## config.mk

```make
export PLATFORM = sky130hd
export DESIGN_NAME = dda_line_pixel_generator_flat
export DESIGN_NICKNAME = d
export VERILOG_FILES = /design/src/rtl/core/dlpg_pkg.sv /design/src/rtl/core/dlpg_if.sv /design/src/rtl/core/dda_line_pixel_generator.sv /design/src/rtl/core/dlpg_datapath.sv /design/src/rtl/core/dlpg_ctrl.sv /design/src/flat_wrapper.sv
export SDC_FILE = /design/constraint.sdc
export NUM_CORES = 1
export LEC_CHECK = 0
export ABC_AREA = 1
export BUFFER_PORTS_ARGS = -buffer_cell sky130_fd_sc_hd__buf_2
export CAP_MARGIN = 20
export CORE_ASPECT_RATIO = 1.2
export CORE_MARGIN = 4
export CORE_UTILIZATION = 55
export DETAILED_ROUTE_END_ITERATION = 12
export GPL_ROUTABILITY_DRIVEN = 0
export PLACE_DENSITY = 0.74
export SLEW_MARGIN = 20
export SYNTH_ARGS = -nofsm -noshare
export SYNTH_HDL_FRONTEND = slang
export SYNTH_SLANG_ARGS = --single-unit
export TNS_END_PERCENT = 20
```

## constraint.sdc

```tcl
create_clock -name clk -period 11.9 [get_ports clk]
set_input_delay 2.975 -clock clk [delete_from_list [all_inputs] [get_ports clk]]
set_output_delay 2.975 -clock clk [all_outputs]
set_load 0.01 [all_outputs]
```

## src/rtl/core/dlpg_pkg.sv

```systemverilog
// Shared constants and control types for the DDA line pixel generator.
package dlpg_pkg;

  localparam int SCREEN_WIDTH  = 1024;
  localparam int SCREEN_HEIGHT = 1024;
  localparam int FRACTION_BITS = 16;

  localparam int COORD_W = 12;
  localparam int COLOR_W = 32;
  localparam int INDEX_W = 20;

  // Integer part of a position: a coordinate difference needs one bit more.
  localparam int INT_W      = COORD_W + 1;
  localparam int POS_W      = INT_W + FRACTION_BITS;
  localparam int INC_W      = FRACTION_BITS + 2;
  localparam int QUO_W      = FRACTION_BITS + 1;
  localparam int REM_W      = COORD_W + 1;
  localparam int PTS_W      = COORD_W + 1;
  localparam int DIV_ITERS  = QUO_W;
  localparam int DIV_CNT_W  = $clog2(DIV_ITERS);

  localparam logic OP_START = 1'b0;
  localparam logic OP_STEP  = 1'b1;

  typedef struct packed {
    logic start;     // latch endpoints and set up the divide
    logic div_step;  // one quotient bit for both increments
    logic div_last;  // final quotient bit: write the increments
    logic emit;      // produce one point and advance the position
  } dlpg_cmd_t;

  typedef struct packed {
    logic line_active;
  } dlpg_status_t;

endpackage

```

## src/rtl/core/dlpg_if.sv

```systemverilog
// Valid/ready channel interfaces for items, points and the color register.
interface dlpg_item_if;
  import dlpg_pkg::*;
  logic                      valid;
  logic                      ready;
  logic                      operation;
  logic signed [COORD_W-1:0] start_x;
  logic signed [COORD_W-1:0] start_y;
  logic signed [COORD_W-1:0] end_x;
  logic signed [COORD_W-1:0] end_y;

  modport source (output valid, operation, start_x, start_y, end_x, end_y, input ready);
  modport sink   (input valid, operation, start_x, start_y, end_x, end_y, output ready);
endinterface

interface dlpg_pixel_if;
  import dlpg_pkg::*;
  logic               valid;
  logic               ready;
  logic [INDEX_W-1:0] pixel_index;
  logic [COLOR_W-1:0] pixel_value;
  logic               write_enable;
  logic               last_point;

  modport source (output valid, pixel_index, pixel_value, write_enable, last_point,
                  input ready);
  modport sink   (input valid, pixel_index, pixel_value, write_enable, last_point,
                  output ready);
endinterface

interface dlpg_cfg_if;
  import dlpg_pkg::*;
  logic               valid;
  logic               ready;
  logic [COLOR_W-1:0] line_color;

  modport source (output valid, line_color, input ready);
  modport sink   (input valid, line_color, output ready);
endinterface

```

## src/rtl/core/dda_line_pixel_generator.sv

```systemverilog
// Top level of the DDA line pixel generator: controller, datapath and channel wiring.
// Step transfer on an active line: its point appears in the output register the next cycle;
//   one step per cycle is sustained while the output side takes a point each cycle.
// Start transfer: gives no point and blocks items while the shared restoring divider forms
//   one quotient bit per cycle for both increments.
// Reset (rst, synchronous, active high): clear the line, the position, increments, the color
//   register and the output valid; the channel is ready in the cycle that reset drops.
module dda_line_pixel_generator
  import dlpg_pkg::*;
(
  input  logic        clk,
  input  logic        rst,
  dlpg_cfg_if.sink    cfg,
  dlpg_item_if.sink   item,
  dlpg_pixel_if.source pixel
);

  dlpg_cmd_t    cmd;
  dlpg_status_t status;
  logic         item_ready;
  logic         out_valid;

  // The color register takes a write in any cycle out of reset.
  assign cfg.ready = !rst;

  // Sequence items: accept while idle and the output slot is free or draining,
  // run the divide after a start, and hold the point until its transfer.
  dlpg_ctrl u_ctrl (
    .clk            (clk),
    .rst            (rst),
    .item_valid     (item.valid),
    .item_operation (item.operation),
    .pixel_ready    (pixel.ready),
    .status         (status),
    .item_ready     (item_ready),
    .out_valid      (out_valid),
    .cmd            (cmd)
  );

  // Hold line state, step the divider and register each point.
  dlpg_datapath u_datapath (
    .clk            (clk),
    .rst            (rst),
    .cmd            (cmd),
    .start_x        (item.start_x),
    .start_y        (item.start_y),
    .end_x          (item.end_x),
    .end_y          (item.end_y),
    .cfg_write      (cfg.valid),
    .cfg_line_color (cfg.line_color),
    .status         (status),
    .pixel_index    (pixel.pixel_index),
    .pixel_value    (pixel.pixel_value),
    .write_enable   (pixel.write_enable),
    .last_point     (pixel.last_point)
  );

  assign item.ready  = item_ready;
  assign pixel.valid = out_valid;

endmodule

```

## src/rtl/core/dlpg_datapath.sv

```systemverilog
// Datapath: endpoint setup, shared increment divider, position and point output.
module dlpg_datapath
  import dlpg_pkg::*;
(
  input  logic                      clk,
  input  logic                      rst,
  input  dlpg_cmd_t                 cmd,
  input  logic signed [COORD_W-1:0] start_x,
  input  logic signed [COORD_W-1:0] start_y,
  input  logic signed [COORD_W-1:0] end_x,
  input  logic signed [COORD_W-1:0] end_y,
  input  logic                      cfg_write,
  input  logic [COLOR_W-1:0]        cfg_line_color,
  output dlpg_status_t              status,
  output logic [INDEX_W-1:0]        pixel_index,
  output logic [COLOR_W-1:0]        pixel_value,
  output logic                      write_enable,
  output logic                      last_point
);

  localparam int PROD_W = 2 * INT_W;

  logic [COLOR_W-1:0]      line_color;
  logic                    line_active;
  logic signed [POS_W-1:0] position_x;
  logic signed [POS_W-1:0] position_y;
  logic signed [INC_W-1:0] increment_x;
  logic signed [INC_W-1:0] increment_y;
  logic [PTS_W-1:0]        points_left;

  logic [REM_W-1:0]   rem_x;
  logic [REM_W-1:0]   rem_y;
  logic [QUO_W-1:0]   quo_x;
  logic [QUO_W-1:0]   quo_y;
  logic               neg_x;
  logic               neg_y;
  logic [COORD_W-1:0] divisor;

  // Setup
  logic signed [INT_W-1:0] dx;
  logic signed [INT_W-1:0] dy;
  logic [INT_W-1:0]        abs_dx;
  logic [INT_W-1:0]        abs_dy;
  logic [COORD_W-1:0]      steps;

  // Divider step
  logic             ge_x;
  logic             ge_y;
  logic [REM_W-1:0] rem_x_next;
  logic [REM_W-1:0] rem_y_next;
  logic [QUO_W-1:0] quo_x_next;
  logic [QUO_W-1:0] quo_y_next;
  logic [INC_W-1:0] inc_x_mag;
  logic [INC_W-1:0] inc_y_mag;

  // Point
  logic [INT_W-1:0]  px;
  logic [INT_W-1:0]  py;
  logic              in_window;
  logic [PROD_W-1:0] index_full;

  always_comb begin
    dx     = $signed({end_x[COORD_W-1], end_x}) - $signed({start_x[COORD_W-1], start_x});
    dy     = $signed({end_y[COORD_W-1], end_y}) - $signed({start_y[COORD_W-1], start_y});
    abs_dx = dx[INT_W-1] ? INT_W'(-dx) : INT_W'(dx);
    abs_dy = dy[INT_W-1] ? INT_W'(-dy) : INT_W'(dy);
    steps  = (abs_dx >= abs_dy) ? abs_dx[COORD_W-1:0] : abs_dy[COORD_W-1:0];
  end

  // Restoring divide, one bit per cycle; remainder stays below twice the divisor.
  always_comb begin
    ge_x       = rem_x >= {1'b0, divisor};
    ge_y       = rem_y >= {1'b0, divisor};
    rem_x_next = ge_x ? REM_W'((rem_x - {1'b0, divisor}) << 1) : REM_W'(rem_x << 1);
    rem_y_next = ge_y ? REM_W'((rem_y - {1'b0, divisor}) << 1) : REM_W'(rem_y << 1);
    quo_x_next = {quo_x[QUO_W-2:0], ge_x};
    quo_y_next = {quo_y[QUO_W-2:0], ge_y};
    inc_x_mag  = INC_W'(quo_x_next);
    inc_y_mag  = INC_W'(quo_y_next);
  end

  // Truncate the position toward zero and build the framebuffer index.
  always_comb begin
    px = position_x[POS_W-1 -: INT_W]
         + INT_W'(position_x[POS_W-1] && (|position_x[FRACTION_BITS-1:0]));
    py = position_y[POS_W-1 -: INT_W]
         + INT_W'(position_y[POS_W-1] && (|position_y[FRACTION_BITS-1:0]));
    in_window = !px[INT_W-1] && (px < INT_W'(SCREEN_WIDTH))
             && !py[INT_W-1] && (py < INT_W'(SCREEN_HEIGHT));
    index_full = PROD_W'(py) * PROD_W'(SCREEN_WIDTH) + PROD_W'(px);
  end

  always_ff @(posedge clk) begin
    if (rst) begin
      line_color  <= '0;
      line_active <= 1'b0;
      position_x  <= '0;
      position_y  <= '0;
      increment_x <= '0;
      increment_y <= '0;
      points_left <= '0;
    end else begin
      if (cfg_write) begin
        line_color <= cfg_line_color;
      end
      if (cmd.start) begin
        position_x  <= {{(INT_W-COORD_W){start_x[COORD_W-1]}}, start_x,
                        {FRACTION_BITS{1'b0}}};
        position_y  <= {{(INT_W-COORD_W){start_y[COORD_W-1]}}, start_y,
                        {FRACTION_BITS{1'b0}}};
        points_left <= PTS_W'(steps) + PTS_W'(1);
        line_active <= 1'b1;
      end else if (cmd.emit) begin
        position_x <= position_x + {{(POS_W-INC_W){increment_x[INC_W-1]}}, increment_x};
        position_y <= position_y + {{(POS_W-INC_W){increment_y[INC_W-1]}}, increment_y};
        if (points_left <= PTS_W'(1)) begin
          points_left <= '0;
          line_active <= 1'b0;
        end else begin
          points_left <= points_left - PTS_W'(1);
        end
      end
      if (cmd.div_last) begin
        // Zero-length line: drop the quotient of the divide by zero.
        if (divisor == '0) begin
          increment_x <= '0;
          increment_y <= '0;
        end else begin
          increment_x <= neg_x ? INC_W'(-inc_x_mag) : inc_x_mag;
          increment_y <= neg_y ? INC_W'(-inc_y_mag) : inc_y_mag;
        end
      end
    end
  end

  always_ff @(posedge clk) begin
    if (cmd.start) begin
      rem_x   <= REM_W'(abs_dx);
      rem_y   <= REM_W'(abs_dy);
      quo_x   <= '0;
      quo_y   <= '0;
      neg_x   <= dx[INT_W-1];
      neg_y   <= dy[INT_W-1];
      divisor <= steps;
    end else if (cmd.div_step) begin
      rem_x <= rem_x_next;
      rem_y <= rem_y_next;
      quo_x <= quo_x_next;
      quo_y <= quo_y_next;
    end
    if (cmd.emit) begin
      pixel_index  <= in_window ? index_full[INDEX_W-1:0] : '0;
      pixel_value  <= line_color;
      write_enable <= in_window;
      last_point   <= points_left <= PTS_W'(1);
    end
  end

  assign status.line_active = line_active;

endmodule

```

## src/rtl/core/dlpg_ctrl.sv

```systemverilog
// Controller: item acceptance, divide sequencing and output register valid.
module dlpg_ctrl
  import dlpg_pkg::*;
(
  input  logic         clk,
  input  logic         rst,
  input  logic         item_valid,
  input  logic         item_operation,
  input  logic         pixel_ready,
  input  dlpg_status_t status,
  output logic         item_ready,
  output logic         out_valid,
  output dlpg_cmd_t    cmd
);

  localparam logic ST_IDLE = 1'b0;
  localparam logic ST_DIV  = 1'b1;

  logic                 state;
  logic                 state_next;
  logic [DIV_CNT_W-1:0] div_cnt;
  logic [DIV_CNT_W-1:0] div_cnt_next;
  logic                 out_valid_next;
  logic                 item_fire;
  logic                 cnt_last;

  assign item_ready = !rst && (state == ST_IDLE) && (!out_valid || pixel_ready);
  assign item_fire  = item_valid && item_ready;
  assign cnt_last   = div_cnt == DIV_CNT_W'(DIV_ITERS - 1);

  always_comb begin
    cmd.start    = item_fire && (item_operation == OP_START);
    cmd.emit     = item_fire && (item_operation == OP_STEP) && status.line_active;
    cmd.div_step = state == ST_DIV;
    cmd.div_last = (state == ST_DIV) && cnt_last;
  end

  always_comb begin
    state_next   = state;
    div_cnt_next = div_cnt;
    unique case (state)
      ST_IDLE: begin
        if (cmd.start) begin
          state_next   = ST_DIV;
          div_cnt_next = '0;
        end
      end
      ST_DIV: begin
        if (cnt_last) begin
          state_next   = ST_IDLE;
          div_cnt_next = '0;
        end else begin
          div_cnt_next = div_cnt + DIV_CNT_W'(1);
        end
      end
      default: begin
        state_next   = ST_IDLE;
        div_cnt_next = '0;
      end
    endcase
  end

  always_comb begin
    if (cmd.emit) begin
      out_valid_next = 1'b1;
    end else if (pixel_ready) begin
      out_valid_next = 1'b0;
    end else begin
      out_valid_next = out_valid;
    end
  end

  always_ff @(posedge clk) begin
    if (rst) begin
      state     <= ST_IDLE;
      div_cnt   <= '0;
      out_valid <= 1'b0;
    end else begin
      state     <= state_next;
      div_cnt   <= div_cnt_next;
      out_valid <= out_valid_next;
    end
  end

`ifndef SYNTHESIS
  assert property (@(posedge clk) disable iff (rst) cmd.start |=> (state == ST_DIV))
    else $error("start transfer did not enter divide");
  assert property (@(posedge clk) disable iff (rst)
                   cmd.start |=> ##(DIV_ITERS) (state == ST_IDLE))
    else $error("divide did not finish after the expected iteration count");
  assert property (@(posedge clk) disable iff (rst) (state == ST_IDLE) |-> (div_cnt == '0))
    else $error("divide counter not cleared while idle");
  assert property (@(posedge clk) disable iff (rst) (cmd.emit && out_valid) |-> pixel_ready)
    else $error("point overwrote a result that was not taken");
`endif

endmodule
```

## src/flat_wrapper.sv

```systemverilog
// flat-port wrapper written by rule: the top's interface ports become plain ports
module dda_line_pixel_generator_flat import dlpg_pkg::*;
  (clk, rst, cfg_valid, cfg_line_color, cfg_ready, item_valid, item_operation, item_start_x, item_start_y, item_end_x, item_end_y, item_ready, pixel_valid, pixel_pixel_index, pixel_pixel_value, pixel_write_enable, pixel_last_point, pixel_ready);
  dlpg_cfg_if cfg_i ();
  dlpg_item_if item_i ();
  dlpg_pixel_if pixel_i ();
  input  logic clk;
  input  logic rst;
  input wire logic [$bits(cfg_i.valid)-1:0] cfg_valid;
  input wire logic [$bits(cfg_i.line_color)-1:0] cfg_line_color;
  output wire logic [$bits(cfg_i.ready)-1:0] cfg_ready;
  input wire logic [$bits(item_i.valid)-1:0] item_valid;
  input wire logic [$bits(item_i.operation)-1:0] item_operation;
  input wire logic [$bits(item_i.start_x)-1:0] item_start_x;
  input wire logic [$bits(item_i.start_y)-1:0] item_start_y;
  input wire logic [$bits(item_i.end_x)-1:0] item_end_x;
  input wire logic [$bits(item_i.end_y)-1:0] item_end_y;
  output wire logic [$bits(item_i.ready)-1:0] item_ready;
  output wire logic [$bits(pixel_i.valid)-1:0] pixel_valid;
  output wire logic [$bits(pixel_i.pixel_index)-1:0] pixel_pixel_index;
  output wire logic [$bits(pixel_i.pixel_value)-1:0] pixel_pixel_value;
  output wire logic [$bits(pixel_i.write_enable)-1:0] pixel_write_enable;
  output wire logic [$bits(pixel_i.last_point)-1:0] pixel_last_point;
  input wire logic [$bits(pixel_i.ready)-1:0] pixel_ready;
  assign cfg_i.valid = cfg_valid;
  assign cfg_i.line_color = cfg_line_color;
  assign cfg_ready = cfg_i.ready;
  assign item_i.valid = item_valid;
  assign item_i.operation = item_operation;
  assign item_i.start_x = item_start_x;
  assign item_i.start_y = item_start_y;
  assign item_i.end_x = item_end_x;
  assign item_i.end_y = item_end_y;
  assign item_ready = item_i.ready;
  assign pixel_valid = pixel_i.valid;
  assign pixel_pixel_index = pixel_i.pixel_index;
  assign pixel_pixel_value = pixel_i.pixel_value;
  assign pixel_write_enable = pixel_i.write_enable;
  assign pixel_last_point = pixel_i.last_point;
  assign pixel_i.ready = pixel_ready;
  dda_line_pixel_generator u_core (.clk(clk), .rst(rst), .cfg(cfg_i), .item(item_i), .pixel(pixel_i));
endmodule
```

==> impl_metrics.csv <==
group,metric,value,unit
yosys,synth_top_area_share,19.33,%
grt,antenna_found_initial,2,
die,die_w,175.6,um
clock_tree,ctsHtreeMaxLevel,1,
place,hpwlAfterDp,37.87,mm
timing,min_period,7.198,ns
die,design.die.area,0.03671,mm^2
layout,nFillCells,3015,
detailed_routing,detail_route.first_pass.iterations,5,
clock_tree,cts_max_path_buffers,3,
yosys,synth_cell_type_count,55,
timing,hold_violations,0,
die,start_util,55.75,%
setup_path,worstPathMaxFanout,18,
setup_path,timing.rr.start,"u_core.u_datapath.divisor[1]",
layout,multi_input_area,0.01055,mm^2
clock_tree,cts.clk_slew.worst_paths,0.06,ns
yosys,synth_nets,2774,
layout,fin_util,62.04,%
timing,finalSetupTns,0,ns
min_path,min_delay_path_depth,0,
yosys,synth_edf_count,94,
grt,grt_pass1_vias,16780,
setup_path,crit_type,"input port to register",
setup_path,cp-end-kind,"register",
detailed_routing,wire_per_inst,15.71,um
clock_tree,post-cts-setup-buffers,0,
pwr,ir_drop,0.1109,mV
grt,grt_pass1_wl,80.07,mm
grt,overflow,0,
outcome,outcome,"finished, final reports clean",
place,dpl.cell_count,3090,
clock_tree,clkLatencyLatePin,0.57,ns
detailed_routing,ant_nets,0,
clock_tree,cts_tree,"yes",
clock_tree,cts_buffers,29,
min_path,hold_path.class,"register to register",
yosys,synth_area,0.01854,mm^2
yosys,synthFlopType,"dfxtp_1",
detailed_routing,drcViolationCount,0,
place,numPortBuffers,142,
run,maxCapViolations,0,
yosys,yosys.area.top_type,"dfxtp_1",
pwr,power_density,138.6,mW/mm^2
clock_tree,cts_resized,0,
yosys,ys_seq_area_share,34.56,%
setup_path,rrSetupSlack,7.59,ns
yosys,synth_warnings,0,
setup_path,rr_endpoint,"u_core.u_datapath.increment_y[16]",
pwr,p_leak,9.829,nW
setup_path,start_kind,"input port",
timing,post-route-period-util,60.49,%
detailed_routing,drt-initial-drc-count,1129,
detailed_routing,viasPerCell,5.559,
die,coreArea,0.03325,mm^2
layout,area_growth,11.28,%
yosys,synth_area_per_cell,7.274,um^2
timing,fmaxAchievable,138.9,MHz
timing,skew,0.01332,ns
detailed_routing,wl,49.41,mm
die,io_pins,143,
detailed_routing,vias,17480,
die,dieHeight,209.1,um
setup_path,ff2ff_path_depth,25,
timing,finalSetupViolCount,0,
setup_path,crit_required,12.36,ns
grt,grt_max_degree,62,
layout,layout-drive-gt1-share,11.21,%
yosys,ys_top_cells_by_area,"dfxtp_1, edfxtp_1, nand2_1",
setup_path,critPathArrivalTime,7.66,ns
timing,timing.max_slew.rel_slack,33.24,%
grt,grtUsageTotal,26.05,%
layout,final_cells,3145,
layout,seq_area,0.006406,mm^2
pwr,fin_total_pwr,2.858,mW
die,core.rowCount,73,
clock_tree,cts-hold-fix-buffers,0,
clock_tree,cts-root-buf,"clkbuf_16",
yosys,ys_ff_latch,273,
yosys,synthesis.instances,2548,
yosys,synth_async_sr_flop_share,0,%
timing,worst_pin_slew,1.000,ns
layout,layout.nets,2897,
timing,maxSlewViolCount,0,
min_path,hp-start,"u_core.u_datapath.line_color[29]",
timing,rsz0062_at_grt,"no",
min_path,min_to,"u_core.u_datapath.pixel_value[29]",
clock_tree,cts.sinks,273,
==> worst max-delay path by stage <==
stage	startpoint	endpoint	slack [ns]	cells after the start
2_1_floorplan	item_end_y[0]	u_core.u_datapath.points_left[10]	5.16	32
3_3_place_gp	item_end_x[0]	u_core.u_datapath.points_left[10]	4.40	27
3_5_place_dp	item_end_x[0]	u_core.u_datapath.points_left[10]	4.19	27
4_1_cts	item_end_x[0]	u_core.u_datapath.points_left[10]	4.79	27
5_1_grt	item_end_x[0]	u_core.u_datapath.points_left[10]	4.38	27
6_report	item_end_x[0]	u_core.u_datapath.points_left[10]	4.70	27
==> worst max-delay path: stages <==
cell,delay (ns)
buf_2,0.08
inv_1,0.03
ha_1,0.21
fa_1,0.58
ha_1,0.21
inv_1,0.05
nor2_1,0.14
nand3_1,0.11
nor2_1,0.14
nand3_1,0.13
nor4_1,0.50
ha_1,0.35
a21oi_1,0.15
o21ai_0,0.13
a21oi_2,0.19
nand3_4,0.24
inv_2,0.34
nand3_1,0.12
nand2_1,0.11
ha_1,0.24
nand3_4,0.10
nor2_4,0.15
nand3_1,0.12
nand2_1,0.08
nand3_1,0.07
nand2_1,0.06
inv_1,0.04
==> flip-flops by register name, indices dropped and copies added, names as in the netlist, 16 cells and up <==
name / count
u_core.u_datapath.quo_x: 16
u_core.u_datapath.pixel_index: 20
u_core.u_datapath.increment_y: 18
u_core.u_datapath.pixel_value: 32
u_core.u_datapath.position_x: 29
u_core.u_datapath.position_y: 29
u_core.u_datapath.increment_x: 18
u_core.u_datapath.quo_y: 16
u_core.u_datapath.line_color: 32
==> kinds of logic after synthesis <==
kind of cell	after synthesis	share of synthesized area, %
AO/OA/AOI/OAI	562	16.91
XOR/XNOR	92	4.347
adder cells (fa/ha/maj)	140	9.734
buffers and inverters	418	8.640
flip-flops	273	34.56
AND/OR/NAND/NOR	1063	25.81
==> power by group <==
part           switching, mW  internal, mW  total, mW
Clock                  0.388         0.532      0.920
Combinational          0.592         0.290      0.882
Sequential            0.0289          1.03       1.06
Total                   1.01          1.85       2.86
==> cells in the mapped netlist, drive strengths merged, types with 38 or more instances <==
cell type	count
a21oi	201
clkbuf	51
dfxtp	179
edfxtp	94
ha	133
inv	351
nand2	551
nand3	146
nand4	38
nor2	250
o21ai	240
xnor2	39
xor2	53
==> final cells by class <==
type,instances,share of cell area [%]
Sequential cell,273,31.06
Inverter,356,6.479
Tap cell,450,2.730
Clock buffer,37,3.967
Timing Repair Buffer,154,3.882
Clock inverter,16,0.7340
Antenna cell,2,0.02426
Multi-Input combinational cell,1857,51.13
==> cell usage in the layout, fill, tap and decap left out, types with 11 or more instances in the layout <==
cell / Yosys / routed
a21oi_1: 195 / 195
a22oi_1: 16 / 16
a31oi_1: 24 / 24
buf_2: 4 / 142
buf_4: 1 / 12
clkbuf_16: 0 / 31
dfxtp_1: 179 / 179
edfxtp_1: 94 / 94
ha_1: 133 / 133
inv_1: 340 / 339
inv_2: 11 / 12
nand2_1: 516 / 516
nand2_2: 25 / 25
nand3_1: 133 / 133
nand3b_1: 11 / 11
nand4_1: 36 / 36
nor2_1: 238 / 235
nor3_1: 35 / 35
nor4_1: 14 / 14
o21ai_0: 225 / 225
o21ai_1: 11 / 11
o22ai_1: 32 / 32
or2_2: 11 / 11
xnor2_1: 39 / 39
xor2_1: 53 / 53
==> metrics by stage <==
step	setup WS, ns	hold WS (ns)	cell area [um^2]
after floorplan	5.158	0.4029	18540
after global placement	4.395	0.4053	19650
after detailed placement	4.194	0.4102	19650
after CTS	4.790	0.4250	20620
after global routing	4.377	0.4294	20630
final	4.702	0.4241	20630
==> routing by layer <==
layer	GRT usage [%]	wire length, um	part of all wire, %	vias to the layer above
met2	46.61	24700	50	510
met3	2.696	2397	4.9	136
met1	31.75	20210	41	8047
met5	0	0	0	-
met4	11.14	2107	4.3	0
li1	-	-	-	8791
Power figures use the tool's default switching activity.
